===== src/design/assert_macros.svh =====
// Assertion macros used by the sequencer controller.
`ifndef ASSERT_MACROS_SVH
`define ASSERT_MACROS_SVH
// Implication checked at every clock edge outside reset.
`define ASSERT_IMPLY(label, clk, rst, pre, post) \
  label: assert property (@(posedge clk) disable iff (rst) (pre) |-> (post)) \
    else $error("assertion failed");
// Implication whose consequent is checked at the following clock edge.
`define ASSERT_NEXT(label, clk, rst, pre, post) \
  label: assert property (@(posedge clk) disable iff (rst) (pre) |=> (post)) \
    else $error("assertion failed");
`endif


===== src/design/abs_pkg.sv =====
// Package with the types and constants of the axis bring-up sequencer.
`timescale 1ns / 1ps
package abs_pkg;
  localparam logic [1:0] OP_FEEDBACK = 2'd0;
  localparam logic [1:0] OP_POLL     = 2'd1;
  localparam logic [1:0] OP_START    = 2'd2;

  localparam logic [3:0] ST_STOP         = 4'd0;
  localparam logic [3:0] ST_WAIT_STOPPED = 4'd1;
  localparam logic [3:0] ST_MODE         = 4'd2;
  localparam logic [3:0] ST_VELOCITY     = 4'd3;
  localparam logic [3:0] ST_ACCEL        = 4'd4;
  localparam logic [3:0] ST_CURRENT      = 4'd5;
  localparam logic [3:0] ST_HOLD         = 4'd6;
  localparam logic [3:0] ST_ENABLE       = 4'd7;
  localparam logic [3:0] ST_WAIT_RUN     = 4'd8;
  localparam logic [3:0] ST_READY        = 4'd9;

  localparam logic [2:0] CMD_NONE    = 3'd0;
  localparam logic [2:0] CMD_STOP    = 3'd1;
  localparam logic [2:0] CMD_CURRENT = 3'd5;
  localparam logic [2:0] CMD_ENABLE  = 3'd7;

  localparam logic [1:0] MODE_STOPPED = 2'd0;
  localparam logic [1:0] MODE_RUNNING = 2'd2;

  localparam logic [2:0] REG_FB_TIMEOUT   = 3'd0;
  localparam logic [2:0] REG_PROBE        = 3'd1;
  localparam logic [2:0] REG_RETRY        = 3'd2;
  localparam logic [2:0] REG_INIT_TIMEOUT = 3'd3;
  localparam logic [2:0] REG_VELOCITY     = 3'd4;
  localparam logic [2:0] REG_ACCEL        = 3'd5;
  localparam logic [2:0] REG_CURRENT      = 3'd6;

  typedef struct packed {
    logic [1:0]        opcode;
    logic [2:0]        axis;
    logic [31:0]       now_ms;
    logic              fb_online;
    logic [1:0]        fb_mode;
    logic [7:0]        fb_faults;
    logic signed [31:0] fb_position;
    logic              fb_position_valid;
    logic              tx_ready;
  } in_item_t;

  typedef struct packed {
    logic [2:0]        command;
    logic [2:0]        command_axis;
    logic signed [31:0] command_value;
    logic              every_ready;
    logic              timed_out;
    logic [3:0]        served_stage;
  } out_item_t;

  // Controller to datapath commands.
  typedef struct packed {
    logic feedback;   // store feedback
    logic start;      // clear sequencing state
    logic sweep;      // health sweep over all axes
    logic serve;      // advance the served axis
  } dp_cmd_t;

  // Datapath to controller status.
  typedef struct packed {
    logic active;
    logic timeout;
    logic every_ready;
  } dp_status_t;
endpackage


===== src/design/abs_datapath.sv =====
// Datapath: per-axis status and sequencing state, health sweep and stage step.
`timescale 1ns / 1ps
module abs_datapath import abs_pkg::*; #(
  parameter int AXES = 3
) (
  input  logic       clk,
  input  logic       rst,
  input  logic       cfg_we,
  input  logic [2:0] cfg_index,
  input  logic [31:0] cfg_data,
  input  in_item_t   item,
  input  dp_cmd_t    cmd,
  output dp_status_t status,
  output out_item_t  result
);
  localparam int PW = (AXES > 1) ? $clog2(AXES) : 1;

  logic [15:0] feedback_timeout_ms, probe_interval_ms, retry_interval_ms;
  logic [31:0] init_timeout_ms, velocity_limit, acceleration_limit, current_limit;

  logic [3:0]  stage [AXES];
  logic        write_pending [AXES];
  logic [15:0] count_mark [AXES];
  logic [31:0] last_probe_time [AXES];
  logic [31:0] enable_time [AXES];
  logic [31:0] hold_pos [AXES];
  logic        axis_online [AXES];
  logic [1:0]  axis_mode [AXES];
  logic [7:0]  axis_faults [AXES];
  logic [31:0] axis_position [AXES];
  logic        axis_position_valid [AXES];
  logic [15:0] receive_count [AXES];
  logic [31:0] last_receive_time [AXES];
  logic [PW-1:0] serve_pointer;
  logic [31:0] start_time;
  logic        active;
  logic [AXES-1:0] healthy;

  // Configuration registers.
  always_ff @(posedge clk) begin
    if (rst) begin
      feedback_timeout_ms <= 16'd100;
      probe_interval_ms   <= 16'd100;
      retry_interval_ms   <= 16'd1000;
      init_timeout_ms     <= 32'd10000;
      velocity_limit      <= '0;
      acceleration_limit  <= '0;
      current_limit       <= '0;
    end else if (cfg_we) begin
      case (cfg_index)
        REG_FB_TIMEOUT:   feedback_timeout_ms <= cfg_data[15:0];
        REG_PROBE:        probe_interval_ms <= cfg_data[15:0];
        REG_RETRY:        retry_interval_ms <= cfg_data[15:0];
        REG_INIT_TIMEOUT: init_timeout_ms <= cfg_data;
        REG_VELOCITY:     velocity_limit <= cfg_data;
        REG_ACCEL:        acceleration_limit <= cfg_data;
        REG_CURRENT:      current_limit <= cfg_data;
        default: ;
      endcase
    end
  end

  // Health of every axis at the current item's time.
  always_comb begin
    for (int i = 0; i < AXES; i++) begin
      healthy[i] = axis_online[i] && axis_faults[i] == 8'd0 && axis_position_valid[i] &&
                   ((item.now_ms - last_receive_time[i]) < {16'd0, feedback_timeout_ms});
    end
  end

  logic timeout_hit, sweep_ready;
  assign timeout_hit = (item.now_ms - start_time) >= init_timeout_ms;
  always_comb begin
    sweep_ready = 1'b1;
    for (int i = 0; i < AXES; i++) begin
      if (stage[i] != ST_READY) sweep_ready = 1'b0;
    end
  end
  assign status.active      = active;
  assign status.timeout     = timeout_hit;
  assign status.every_ready = sweep_ready;

  // Served axis decisions.
  logic [PW-1:0] s;
  logic [3:0]  sst;
  logic        chg, probe_due;
  logic [31:0] now;
  assign s   = serve_pointer;
  assign sst = stage[s];
  assign now = item.now_ms;
  assign chg = receive_count[s] != count_mark[s];
  assign probe_due = (now - last_probe_time[s]) >= {16'd0, probe_interval_ms};

  always_ff @(posedge clk) begin
    if (rst) begin
      active <= 1'b0;
      start_time <= '0;
      serve_pointer <= '0;
      for (int i = 0; i < AXES; i++) begin
        stage[i] <= ST_STOP; write_pending[i] <= 1'b0; count_mark[i] <= '0;
        last_probe_time[i] <= '0; enable_time[i] <= '0; hold_pos[i] <= '0;
        axis_online[i] <= 1'b0; axis_mode[i] <= '0; axis_faults[i] <= '0;
        axis_position[i] <= '0; axis_position_valid[i] <= 1'b0;
        receive_count[i] <= '0; last_receive_time[i] <= '0;
      end
    end else if (cmd.feedback) begin
      if ({1'b0, item.axis} < 4'(AXES)) begin
        axis_online[PW'(item.axis)] <= item.fb_online;
        axis_mode[PW'(item.axis)] <= item.fb_mode;
        axis_faults[PW'(item.axis)] <= item.fb_faults;
        axis_position[PW'(item.axis)] <= item.fb_position;
        axis_position_valid[PW'(item.axis)] <= item.fb_position_valid;
        receive_count[PW'(item.axis)] <= receive_count[PW'(item.axis)] + 16'd1;
        last_receive_time[PW'(item.axis)] <= item.now_ms;
      end
    end else if (cmd.start) begin
      for (int i = 0; i < AXES; i++) begin
        stage[i] <= ST_STOP; write_pending[i] <= 1'b0; count_mark[i] <= '0;
        last_probe_time[i] <= '0; enable_time[i] <= '0; hold_pos[i] <= '0;
      end
      serve_pointer <= '0;
      start_time <= item.now_ms;
      active <= 1'b1;
    end else if (cmd.sweep && !timeout_hit) begin
      // Drop sick axes, and axes in the wrong mode, to stop and promote confirmed running axes.
      // A poll past the deadline leaves every stage untouched.
      for (int i = 0; i < AXES; i++) begin
        if (stage[i] > ST_READY ||
            (stage[i] == ST_READY && (!healthy[i] || axis_mode[i] != MODE_RUNNING)) ||
            (stage[i] >= ST_MODE && stage[i] < ST_READY && (!healthy[i] ||
             (stage[i] <= ST_ENABLE && axis_mode[i] != MODE_STOPPED)))) begin
          stage[i] <= ST_STOP;
          write_pending[i] <= 1'b0;
        end else if (stage[i] == ST_WAIT_RUN && healthy[i] &&
                     axis_mode[i] == MODE_RUNNING &&
                     receive_count[i] != count_mark[i]) begin
          stage[i] <= ST_READY;
        end
      end
    end else if (cmd.serve) begin
      if (timeout_hit || sweep_ready) begin
        active <= 1'b0;
      end else begin
        if (write_pending[s]) begin
          if (chg) begin
            write_pending[s] <= 1'b0;
            if (sst < ST_READY) stage[s] <= sst + 4'd1;
          end else if (probe_due) begin
            write_pending[s] <= 1'b0;
          end
        end else begin
          case (sst)
            ST_STOP: begin
              count_mark[s] <= receive_count[s];
              if (item.tx_ready) begin
                last_probe_time[s] <= now;
                stage[s] <= ST_WAIT_STOPPED;
              end
            end
            ST_WAIT_STOPPED: begin
              if (axis_online[s] && chg && axis_mode[s] == MODE_STOPPED && healthy[s]) begin
                hold_pos[s] <= axis_position[s];
                stage[s] <= ST_MODE;
              end else if (probe_due) begin
                last_probe_time[s] <= now;
              end
            end
            ST_MODE, ST_VELOCITY, ST_ACCEL, ST_CURRENT, ST_HOLD: begin
              if (item.tx_ready) begin
                count_mark[s] <= receive_count[s];
                last_probe_time[s] <= now;
                write_pending[s] <= 1'b1;
              end
            end
            ST_ENABLE: begin
              count_mark[s] <= receive_count[s];
              if (item.tx_ready) begin
                enable_time[s] <= now;
                last_probe_time[s] <= now;
                stage[s] <= ST_WAIT_RUN;
              end
            end
            ST_WAIT_RUN, ST_READY: begin
              if (sst == ST_WAIT_RUN &&
                  (now - enable_time[s]) >= {16'd0, retry_interval_ms}) begin
                stage[s] <= ST_STOP;
              end else if (probe_due) begin
                last_probe_time[s] <= now;
              end
            end
            default: stage[s] <= ST_STOP;
          endcase
        end
        serve_pointer <= (32'(serve_pointer) + 1 >= AXES) ? '0 : serve_pointer + PW'(1);
      end
    end
  end

  // Result of the served axis, computed from the state before the serve step.
  logic [3:0] next_stage;
  always_comb begin
    result = '0;
    result.command_axis = 3'(s);
    next_stage = sst;
    if (timeout_hit) begin
      result.timed_out = 1'b1;
    end else if (sweep_ready) begin
      result.every_ready = 1'b1;
    end else if (write_pending[s]) begin
      if (chg && sst < ST_READY) next_stage = sst + 4'd1;
    end else begin
      case (sst)
        ST_STOP: if (item.tx_ready) begin
          result.command = CMD_STOP; next_stage = ST_WAIT_STOPPED;
        end
        ST_WAIT_STOPPED: begin
          if (axis_online[s] && chg && axis_mode[s] == MODE_STOPPED && healthy[s]) begin
            next_stage = ST_MODE;
          end else if (probe_due && item.tx_ready) begin
            result.command = CMD_STOP;
          end
        end
        ST_MODE, ST_VELOCITY, ST_ACCEL, ST_CURRENT, ST_HOLD: if (item.tx_ready) begin
          result.command = sst[2:0];
          case (sst)
            ST_VELOCITY: result.command_value = velocity_limit;
            ST_ACCEL:    result.command_value = acceleration_limit;
            ST_CURRENT:  result.command_value = current_limit;
            ST_HOLD:     result.command_value = hold_pos[s];
            default:     result.command_value = '0;
          endcase
        end
        ST_ENABLE: if (item.tx_ready) begin
          result.command = CMD_ENABLE; next_stage = ST_WAIT_RUN;
        end
        ST_WAIT_RUN, ST_READY: begin
          if (sst == ST_WAIT_RUN && (now - enable_time[s]) >= {16'd0, retry_interval_ms}) begin
            next_stage = ST_STOP;
          end else if (probe_due && item.tx_ready) begin
            result.command = CMD_CURRENT; result.command_value = current_limit;
          end
        end
        default: next_stage = ST_STOP;
      endcase
    end
    result.served_stage = next_stage;
  end
endmodule


===== config.mk =====
export PLATFORM = sky130hd
export DESIGN_NAME = abs_datapath
export DESIGN_NICKNAME = d
export VERILOG_FILES = /design/src/design/assert_macros.svh /design/src/design/abs_pkg.sv /design/src/design/abs_datapath.sv
export SDC_FILE = /design/constraint.sdc
export NUM_CORES = 2
export LEC_CHECK = 0
export ABC_AREA = 1
export BUFFER_PORTS_ARGS = -buffer_cell sky130_fd_sc_hd__buf_2
export CAP_MARGIN = 10
export CORE_UTILIZATION = 35
export DETAILED_ROUTE_END_ITERATION = 8
export PLACE_DENSITY_LB_ADDON = 0.25
export SLEW_MARGIN = 20
export SYNTH_ARGS = -nofsm -noshare
export SYNTH_HDL_FRONTEND = slang
export SYNTH_SLANG_ARGS = --single-unit

===== constraint.sdc =====
create_clock -name clk -period 12.3 [get_ports clk]
set_input_delay 1.845 -clock clk [delete_from_list [all_inputs] [get_ports clk]]
set_output_delay 1.845 -clock clk [all_outputs]
set_load 0.005 [all_outputs]

==> out/results.txt <==
Non-filler instance count after layout -> 9668
Placed Cells -> 9463
Post-route cell area -> 66000 sq um
Max cap viols -> 0
Worst skew pair latency -> 0.78 ns
Relative slew slack -> 0.277
Remaining DRCs -> 0
Routed WL per cell -> 21.8 um
PwrDens -> 142 nW/um^2
EDFF count, synth -> 795
Starting Density -> 0.353
HPWL after detailed placement -> 144000 um
I/O Buffers -> 167
CTS tree -> yes
Achievable Freq -> 99.1 MHz
CP most frequent cell -> a21oi_1
Fillers -> 17186
First-pass GRT wire length -> 305000 um
Sequential area share after synthesis -> 0.476
Die span in x -> 413 um
Crit Path Category -> input port to primary output
Slew Limit Fails -> 0
Setup Fix Bufs, Post-CTS -> 0
Top-area cell type share of the netlist area -> 0.404
Crit path max-delay cell type -> a21oi_2
Final hold violations -> 0
Lkg Pwr -> 28.6 nW
Layout area overhead -> 11.6%
Area contributors post-synth -> edfxtp_1 40%, nand2_1 9.6%, nor2_1 7.4%, dfxtp_1 7.2%, ha_1 6.3%
Worst hold-check path type -> register to register
Worst slew pin tran -> 1.08 ns
Vias after detailed routing -> 50382
Num ports -> 171
Die footprint -> 171000 sq um
Worst vdd ir -> 0.000121 V
Layout cell share with drive strength beyond 1 -> 0.0700
Min Tclk post-route -> 10.09 ns
Core Rows -> 150
Total GRT Usage -> 0.242
Initial antenna violation count -> 22
Core footprint -> 167000 sq um
Vias per cell -> 5.21
Synthesized area per cell -> 8.21 sq um
CP Data Required Time -> 10.45 ns
Post-route clock period utilization -> 0.820
RePlAce Congestion -> 0.965
Routed WL -> 211000 um
Top delay family on crit path -> compound AO/OA/AOI/OAI gates
Clk_skew -> 0.0770 ns
Multi-input gate area -> 26500 sq um
Setup TNS -> 0 ns
Total grt overflow -> 0
Clk slew on worst S/H paths -> 0.06 ns
Post-CTS Hold Buffers -> 0
FFs w/ async S/R, synth -> 0
Chip Height -> 413 um
Most used flip-flop cell after synthesis -> edfxtp_1
Post-CTS resize count -> 0
Crit Path Max Fanout -> 32
Longest Clk Path Bufs -> 3
Seq cells post-synth -> 1008
DRT antenna net count -> 0
Outcome -> finished clean
H-tree levels -> 3
CP arrival -> 8.24 ns
CTS root buffer -> clkbuf_16
Final Util -> 0.394
RSZ-0062 raised after global routing -> false
CP Capture Type -> primary output
CP Buf/Inv Count -> 3
Yosys warns -> 0
Unique masters post-synth -> 69
Slowest stage delay, CP -> 0.79 ns
Number of nets in the layout -> 7800
Vias in the first global route -> 47586
Worst setup SP type -> input port
Post-synth top area cell -> edfxtp_1
Register area -> 28100 sq um
Synth Instances -> 7206
Num CTS Buffers -> 109
First-pass DRT Iterations -> 8
First DRT Iteration DRCs -> 4815
Cell Area, Synth -> 59100 sq um
DP Area -> 62400 sq um
Pin count of the biggest net entering global routing -> 217
TritonCTS Sinks -> 1008
Final setup fails -> 0
## layout by cell type, fill, tap and decap left out, drive strengths merged, types with 21 or more instances in the layout
master,count
nand2,1530
nor2,1205
inv,948
edfxtp,795
a21oi,510
o21ai,431
ha,300
buf,235
dfxtp,213
nand3,196
clkbuf,163
xor2,121
conb,84
o22ai,82
nand4,74
clkinv,65
a32o,63
and2,48
xnor2,45
a221oi,44
nor3,44
a32oi,35
a22o,33
nand3b,29
nor4,21
## state kept, by name, indices dropped and copies added, names as in the netlist, 64 cells and up, named ones only
register           cells
axis_position        128
enable_time          128
hold_pos             128
last_probe_time      128
last_receive_time     96
count_mark            64
receive_count         64
## power by group
part           leakage, nW  internal [mW]  switching, mW
Sequential            9.76           3.85         0.0748
Clock                 1.70           1.79           1.46
Combinational         17.2          0.654           1.51
Total                 28.6           6.30           3.04
## layout make-up
| class | count | share of cell area |
|---|---|---|
| well taps | 2204 | 0.0418 |
| multi-input cells | 5039 | 0.402 |
| clock buffers | 163 | 0.0467 |
| repair buffers | 235 | 0.0206 |
| diodes | 4 | 0.000152 |
| flip-flops and latches | 1008 | 0.427 |
| inverters | 977 | 0.0559 |
| clock inverters | 38 | 0.00637 |
## metal layers
metal | global-route usage | vias to the layer above | wire [um]
li1 | - | 24272 | -
met2 | 0.403 | 1773 | 98000
met4 | 0.0747 | 6 | 6670
met1 | 0.322 | 24029 | 91000
met5 | 0 | - | 39
met3 | 0.0367 | 302 | 15000
## worst reg2reg max path: cells and delay by family (launching register included)
kind	cells	cell delay, ns
fa+ha+maj	2	0.63
flops	1	0.33
simple gates	8	2.64
xor+xnor	1	0.18
compound gates	15	3.38
buf+inv	2	0.54
## synth_stat cells (29+ instances only)
cell      number
a32o_1        63
inv_1        922
a32oi_1       35
o21ai_0      404
ha_1         300
dfxtp_1      213
clkinv_1      35
edfxtp_1     795
a221oi_1      44
a21oi_1      509
nor2_2        43
nand2_1     1509
o22ai_1       82
nor2_1      1158
nand4_1       70
and2_1        48
nand3_1      191
nor3_1        41
xnor2_1       44
xor2_1       121
clkbuf_1     198
a22o_1        33
nand3b_1      29
## kinds of logic (layout without fill, tap and decap cells)
family / after synthesis / after routing / synth area share
DFF: 1008 / 1008 / 0.476
buffers and inverters: 1242 / 1413 / 0.0829
and+or+nand+nor: 3173 / 3173 / 0.221
other: 1 / 88 / 0.0000634
adders and majority gates: 306 / 306 / 0.0655
AOI/OAI and AO/OA: 1310 / 1310 / 0.130
xor gates and xnor gates: 166 / 166 / 0.0247
## stage by stage
stage | power (mW) | setup WS (ns) | hold slack (ns)
6_report | 9.34 | 2.21 | 0.461
5_1_grt | 9.76 | 1.59 | 0.491
4_1_cts | 9.37 | 2.26 | 0.468
3_5_place_dp | 6.13 | 2.27 | 0.457
3_3_place_gp | 6.11 | 2.38 | 0.453
2_1_floorplan | 5.42 | 3.91 | 0.435
## final timing paths
path,end,start,slack (ns),depth (start not counted)
max,result[6],item[47],2.21,25
max reg2reg,last_probe_time[1][10],start_time[2],4.27,28
min reg2reg,init_timeout_ms[6],init_timeout_ms[6],0.46,2
min,init_timeout_ms[6],init_timeout_ms[6],0.46,2
No activity file was read; power rests on OpenSTA's default activity.
